File: src/rtl/landmark_cluster_path_tracer_unit_macros.svh
// Assertion helpers shared by the RTL.
`ifndef LANDMARK_CLUSTER_PATH_TRACER_UNIT_MACROS_SVH
`define LANDMARK_CLUSTER_PATH_TRACER_UNIT_MACROS_SVH

// Same-cycle implication, disabled during reset.
`define LCPT_ASSERT_NOW(label, clk, rst, ante, cons) \
   label: assert property (@(posedge clk) disable iff (rst) (ante) |-> (cons)) \
      else $error("lcpt assertion failed");

// Next-cycle implication, disabled during reset.
`define LCPT_ASSERT_NEXT(label, clk, rst, ante, cons) \
   label: assert property (@(posedge clk) disable iff (rst) (ante) |=> (cons)) \
      else $error("lcpt assertion failed");

`endif

File: src/rtl/lcpt_pkg.sv
package lcpt_pkg;

   localparam int LCPT_NODES    = 256;
   localparam int LCPT_MAX_HOPS = 64;

   typedef enum logic [1:0] {
      OP_SET_LANDMARK = 2'd0,
      OP_WR_CLUSTER   = 2'd1,
      OP_WR_LANDMARK  = 2'd2,
      OP_ROUTE        = 2'd3
   } op_type;

   typedef enum logic [1:0] {
      ERR_OK      = 2'd0,
      ERR_HOPS    = 2'd1,
      ERR_MISSING = 2'd2
   } err_type;

   typedef enum logic [1:0] {
      WK_LM_DIRECT = 2'd0,
      WK_CLUSTER   = 2'd1,
      WK_LM_FIRST  = 2'd2,
      WK_LM_STACK  = 2'd3
   } walk_kind_type;

   typedef enum logic [3:0] {
      ST_IDLE,
      ST_START,
      ST_LD,
      ST_LS,
      ST_PUSH,
      ST_NEXT,
      ST_POP_RD,
      ST_POP_WR,
      ST_EMIT_RD,
      ST_EMIT_LOAD,
      ST_OUT
   } state_type;

   typedef struct packed {
      logic       cl_we;
      logic       cl_re;
      logic [7:0] cl_addr;
      logic [7:0] cl_wdata;
      logic       nh_we;
      logic       nh_re;
      logic       nh_cluster;
      logic [7:0] owner;
      logic [7:0] dest;
      logic [7:0] nh_wdata;
   } tbl_req_type;

   typedef struct packed {
      logic [7:0] cl_data;
      logic       cl_valid;
      logic [7:0] cl_next;
      logic       lm_valid;
      logic [7:0] lm_next;
   } tbl_rsp_type;

endpackage

File: src/rtl/lcpt_path_buf.sv
module lcpt_path_buf
   import lcpt_pkg::*;
#(
   parameter int MAX_HOPS = LCPT_MAX_HOPS,
   localparam int IW = $clog2(MAX_HOPS)
) (
   input  logic          clock,
   input  logic          path_we,
   input  logic [IW-1:0] path_widx,
   input  logic [7:0]    path_wdata,
   input  logic [IW-1:0] path_ridx,
   output logic [7:0]    path_rdata,
   input  logic          stk_we,
   input  logic [IW-1:0] stk_widx,
   input  logic [7:0]    stk_wdata,
   input  logic [IW-1:0] stk_ridx,
   output logic [7:0]    stk_rdata
);

   logic [7:0] path_mem [MAX_HOPS];
   logic [7:0] stk_mem [MAX_HOPS];
   logic [7:0] path_rd_ff, stk_rd_ff;

   always_ff @(posedge clock) begin
      if (path_we) begin
         path_mem[path_widx] <= path_wdata;
      end
      path_rd_ff <= path_mem[path_ridx];
   end

   always_ff @(posedge clock) begin
      if (stk_we) begin
         stk_mem[stk_widx] <= stk_wdata;
      end
      stk_rd_ff <= stk_mem[stk_ridx];
   end

   assign path_rdata = path_rd_ff;
   assign stk_rdata  = stk_rd_ff;

endmodule

File: config.mk
export PLATFORM = sky130hd
export DESIGN_NAME = lcpt_path_buf
export DESIGN_NICKNAME = d
export VERILOG_FILES = /design/src/rtl/landmark_cluster_path_tracer_unit_macros.svh /design/src/rtl/lcpt_pkg.sv /design/src/rtl/lcpt_path_buf.sv
export SDC_FILE = /design/constraint.sdc
export NUM_CORES = 1
export LEC_CHECK = 0
export BUFFER_PORTS_ARGS = -buffer_cell sky130_fd_sc_hd__buf_2
export CELL_PAD_IN_SITES_DETAIL_PLACEMENT = 0
export CELL_PAD_IN_SITES_GLOBAL_PLACEMENT = 2
export CORE_MARGIN = 4
export CORE_UTILIZATION = 45
export DETAILED_ROUTE_END_ITERATION = 6
export PLACE_DENSITY = 0.8
export SYNTH_ARGS = -nofsm -noshare
export SYNTH_HDL_FRONTEND = slang
export SYNTH_SLANG_ARGS = --single-unit
File: constraint.sdc
create_clock -name clock -period 2 [get_ports clock]
set_input_delay 0.4 -clock clock [delete_from_list [all_inputs] [get_ports clock]]
set_output_delay 0.4 -clock clock [all_outputs]
set_load 0.01 [all_outputs]
# --- Word level (Yosys, flattened, before mapping) ---
# Memories as Yosys holds them, arrays and structs flattened. A register that Yosys moved wholly into a read port is not among the register bits.
# Cells that the tools add are included.
op_classes:
  n_mux: 4
ops:
  columns: ["op", "n"]
  rows:
  - ["$mux 1", 4]
word_totals:
  register_bits: 0
  ram_bits: 1024
  input_bits: 43
  output_inout_bits: 16
  word_cells: 6
  mem_count: 2
memory_table:
  columns: ["memory", "depth", "word_bits", "read_ports", "rd_ports_with_merged_regs", "write_ports", "line", "text"]
  rows:
  - ["path_mem", 64, 8, 1, 1, 1, "lcpt_path_buf.sv:20", "logic [7:0] path_mem [MAX_HOPS];"]
  - ["stk_mem", 64, 8, 1, 1, 1, "lcpt_path_buf.sv:21", "logic [7:0] stk_mem [MAX_HOPS];"]

# --- Depth between registers and ports, before layout ---
logic_depth:
  ltp_word: 2
  mapped_depth: 10
  ltp_nobuf: 5

# --- Worst setup path before layout ---
# No wires, ideal clock.
synth_timing:
  kind: "in2reg"
  from: "in stk_ridx[1]"
  to: "reg stk_rd_ff[1], in the netlist stk_rdata[1] (read register of stk_mem)"
  setup_time_ps: 130
  t_arrival_ps: 1970
  required_time_ps: 1870
  setup_slack_ps: -100
  path_stages: 9
  path_buffers: 4
  cell_sequence: "buf_4 -> buf_4 -> buf_4 -> clkbuf_1 -> mux4_2 -> a21oi_1 -> a21oi_1 -> o21ai_0 -> o31ai_1"
synth_rtl:
  columns: ["element", "line", "text"]
  rows:
  - ["from (decl)", "lcpt_path_buf.sv:16", "input logic [IW-1:0] stk_ridx,"]
  - ["to (decl)", "lcpt_path_buf.sv:22", "logic [7:0] path_rd_ff, stk_rd_ff;"]

==> summary.txt <==
WORST SETUP PATH
-----------------------------------------------------------------------------------------------
Critical Path Fanout Max .........................................................            1
Kind of start point of the critical path .........................................     register
Launch point of the worst reg-to-reg path ........................................ path_mem[39][5]
Kind of end point of the critical path ...........................................     register
Category of the most critical setup path .........................................      reg2reg
Critical path data arrival time ..................................................      2.52 ns
Critical path startpoint ......................................................... path_mem[39][5]
Required time at the worst-slack endpoint ........................................      2.56 ns

DIE
-----------------------------------------------------------------------------------------------
Total I/O pin count ..............................................................           59
Chip Height ......................................................................     307.3 um
Row Count ........................................................................          109
Die extent in x ..................................................................     307.3 um
Core area ........................................................................   88650 um^2
Die Outline Area .................................................................   94420 um^2
Starting density of the core .....................................................       45.47%

LAYOUT
-----------------------------------------------------------------------------------------------
Post-route cell area .............................................................   47540 um^2
Leading cell types in the layout, fill and taps excluded ......................... 1024 x edfxtp_1, 265 x buf_4, 248 x mux4_2
Antenna fix cells ................................................................            0
Synth-to-layout area growth ......................................................       17.94%
Fillcell total ...................................................................         6762
Most common cell after layout, fill and taps aside ...............................     edfxtp_1
Fraction of layout cells with a size suffix above 1 ..............................       33.91%
Number of nets in the final layout ...............................................         2258

ROUTE
-----------------------------------------------------------------------------------------------
DR iter-0 viols ..................................................................         1778
Total length of routed wires .....................................................     89890 um
DRC violations left ..............................................................            0
Count of antenna-violating nets left after detailed routing ......................            0
Detailed-router iteration count before antenna repair ............................            5
Vias per Instance ................................................................        5.725
Count of vias placed by the detailed router ......................................        19855
WL per Instance ..................................................................     25.92 um

STA
-----------------------------------------------------------------------------------------------
Final critical-path share of the clock period ....................................       98.00%
Count of pins over their slew limit ..............................................            0
Achievable clock frequency .......................................................   0.5102 GHz
Final setup skew .................................................................   0.01917 ns
Setup violators final ............................................................            0
Unrepaired setup endpoints after global routing ..................................           no
Tightest slew margin relative to the limit .......................................       17.59%
Pin slew with the least headroom to its limit ....................................     1.236 ns
Worst Hold Margin ................................................................    0.2299 ns
Final hold violations ............................................................            0
Clock period minus final worst setup slack .......................................     1.960 ns
Total Negative Setup Slacks ......................................................         0 ns

SYNTH
-----------------------------------------------------------------------------------------------
Primary FF master, synth .........................................................     edfxtp_1
Nets in the synthesized netlist ..................................................         1897
Cell Area, Synth .................................................................   40310 um^2
Number of enable flip-flop cells after synthesis .................................         1024
Instance count of the mapped netlist .............................................         1854
Number of synthesized register bits ..............................................         1040
Warnings from Yosys ..............................................................            0
Mean post-synth cell area ........................................................   21.74 um^2
Yosys cell types .................................................................           55
Sequential element share of the synthesized area .................................       77.08%
Ys async rst share ...............................................................           0%

CLOCK TREE
-----------------------------------------------------------------------------------------------
Number of clock buffers inserted by TritonCTS ....................................          104
Clock input transition at the sequential cells of the worst setup and hold paths .      0.06 ns
Clk Latency, worst-skew pair .....................................................      0.68 ns
Number of buffers inserted to repair setup after CTS .............................            0
Maximum level of the CTS H-tree ..................................................            3
CTS tree .........................................................................        built
Buffer depth of the longest clock path ...........................................            3
Library cell used as clock root buffer ...........................................    clkbuf_16
Clock net sink count .............................................................         1040
Hold buffers post-CTS ............................................................            0

POWER AND IR DROP
-----------------------------------------------------------------------------------------------
Total power consumption of the routed design .....................................     45.76 mW
Leakage power ....................................................................     15.52 nW
Power per Cell Area .............................................................. 962.7 nW/um^2
Maximum VDD drop .................................................................      1159 uV

PLACE
-----------------------------------------------------------------------------------------------
I/O Buffers ......................................................................           58
HPWL reported at the end of detailed placement ...................................     57370 um
Area post-placement ..............................................................   44160 um^2
Placer Congestion ................................................................       0.8008

GLOBAL ROUTE
-----------------------------------------------------------------------------------------------
All-layer global routing usage ...................................................       19.23%
Antenna violations before repair .................................................            0
First-pass GRT wire length .......................................................    134500 um
Global route total overflow ......................................................            0
Largest net degree at the start of global routing ................................           65
Number of global-route vias before repair ........................................        20449

HOLD PATH
-----------------------------------------------------------------------------------------------
Hold Path Class ..................................................................       in2reg
Worst Hold Launch ................................................................ stk_wdata[0]

JOB
-----------------------------------------------------------------------------------------------
Count of max-cap constraint violations ...........................................            0

RUN STATUS
-----------------------------------------------------------------------------------------------
Result of the run ................................................................ finished, final reports clean

[logic make-up (layout without fill, tap and decap cells)]
group / after synthesis / after routing / share of synthesized area (%)
mux: 326 / 326 / 16.12
buf+inv: 105 / 554 / 1.521
simple gates: 248 / 248 / 2.881
flops: 1040 / 1040 / 77.08
compound gates: 135 / 135 / 2.393
[cell type report]
| type | instances | area (um^2) | area share, % |
|---|---|---|---|
| clock inverters | 59 | 550.5 | 1.158 |
| repair buffers | 357 | 2985 | 6.280 |
| inverters | 3 | 11.26 | 0.02369 |
| clock buffers | 135 | 2821 | 5.935 |
| multi-input cells | 709 | 8641 | 18.18 |
| well taps | 1165 | 1458 | 3.066 |
| flip-flops and latches | 1040 | 31070 | 65.36 |
[worst max-delay path, stage by stage, from the launching register on]
cell and delay [ns]:
edfxtp_1 0.36, mux4_2 0.49, mux4_2 0.53, or2_1 0.26
a41o_1 0.18
[metal layers]
layer	GRT usage (%)	vias up	routed length, um
li1	-	8528	-
met1	27.85	10525	38920
met2	30.53	662	43280
met3	3.445	140	5539
met4	5.363	0	2147
met5	0	-	0
[sequential cells by signal, summed over array words and instances, names as in the netlist]
signal,count
path_mem,512
path_rdata,8
stk_rdata,8
stk_mem,512
[where the power goes]
part	internal [mW]	switching [mW]	leakage, nW	total [mW]
logic	1.07	1.45	4.53	2.52
registers	24.1	0.0635	9.35	24.2
clock network	11.0	8.03	1.65	19.1
[cell usage after synthesis (6+ instances only)]
library cell  number  area (um^2)
buf_1              7        26.28
o21ai_0           10        50.05
nand3_1           18        90.09
buf_2             37        185.2
a21oi_1           29        145.1
a22oi_1           15        112.6
buf_4             20        150.1
dfxtp_1           16        320.3
a2111oi_0          9        78.83
clkbuf_1          27        101.4
nand2b_1          10        62.56
mux4_1            11        289.0
nor2b_1           31        193.9
o21ai_1            6        30.03
a221o_1            6        60.06
edfxtp_1        1024        30750
o31ai_1           10        75.07
o221ai_1          21        183.9
o22ai_1            6        37.54
mux2_2            13        146.4
mux2i_1           59        590.6
nand3b_1          10        75.07
nor2_1           134        503.0
mux4_2           243         5473
nand2_1           23        86.33
[final timing paths]
kind	cells after the start	to	slack, ns
worst max-delay path	4	path_rdata[5]	0.04
worst max register to register	4	path_rdata[5]	0.04
worst min-delay path	2	stk_mem[18][0]	0.23
worst min register to register	3	stk_rdata[2]	0.85
[through the flow]
stage / util (%) / std cells / worst slack [ns]
3_5_place_dp: 49.81 / 3274 / -0.6128
3_3_place_gp: 49.81 / 3274 / -0.5839
4_1_cts: 53.61 / 3468 / 0.003724
2_1_floorplan: - / 1854 / -0.01854
6_report: 53.62 / 3468 / 0.04000
5_1_grt: 53.62 / 3468 / 0.007787
[timing repair]
item                       4_1_cts  5_1_grt
resized for setup                3        4
pin swaps                        2        1
cloned                           0        0
setup endpoints to repair        1        3
No activity file was read; power rests on OpenSTA's default activity.
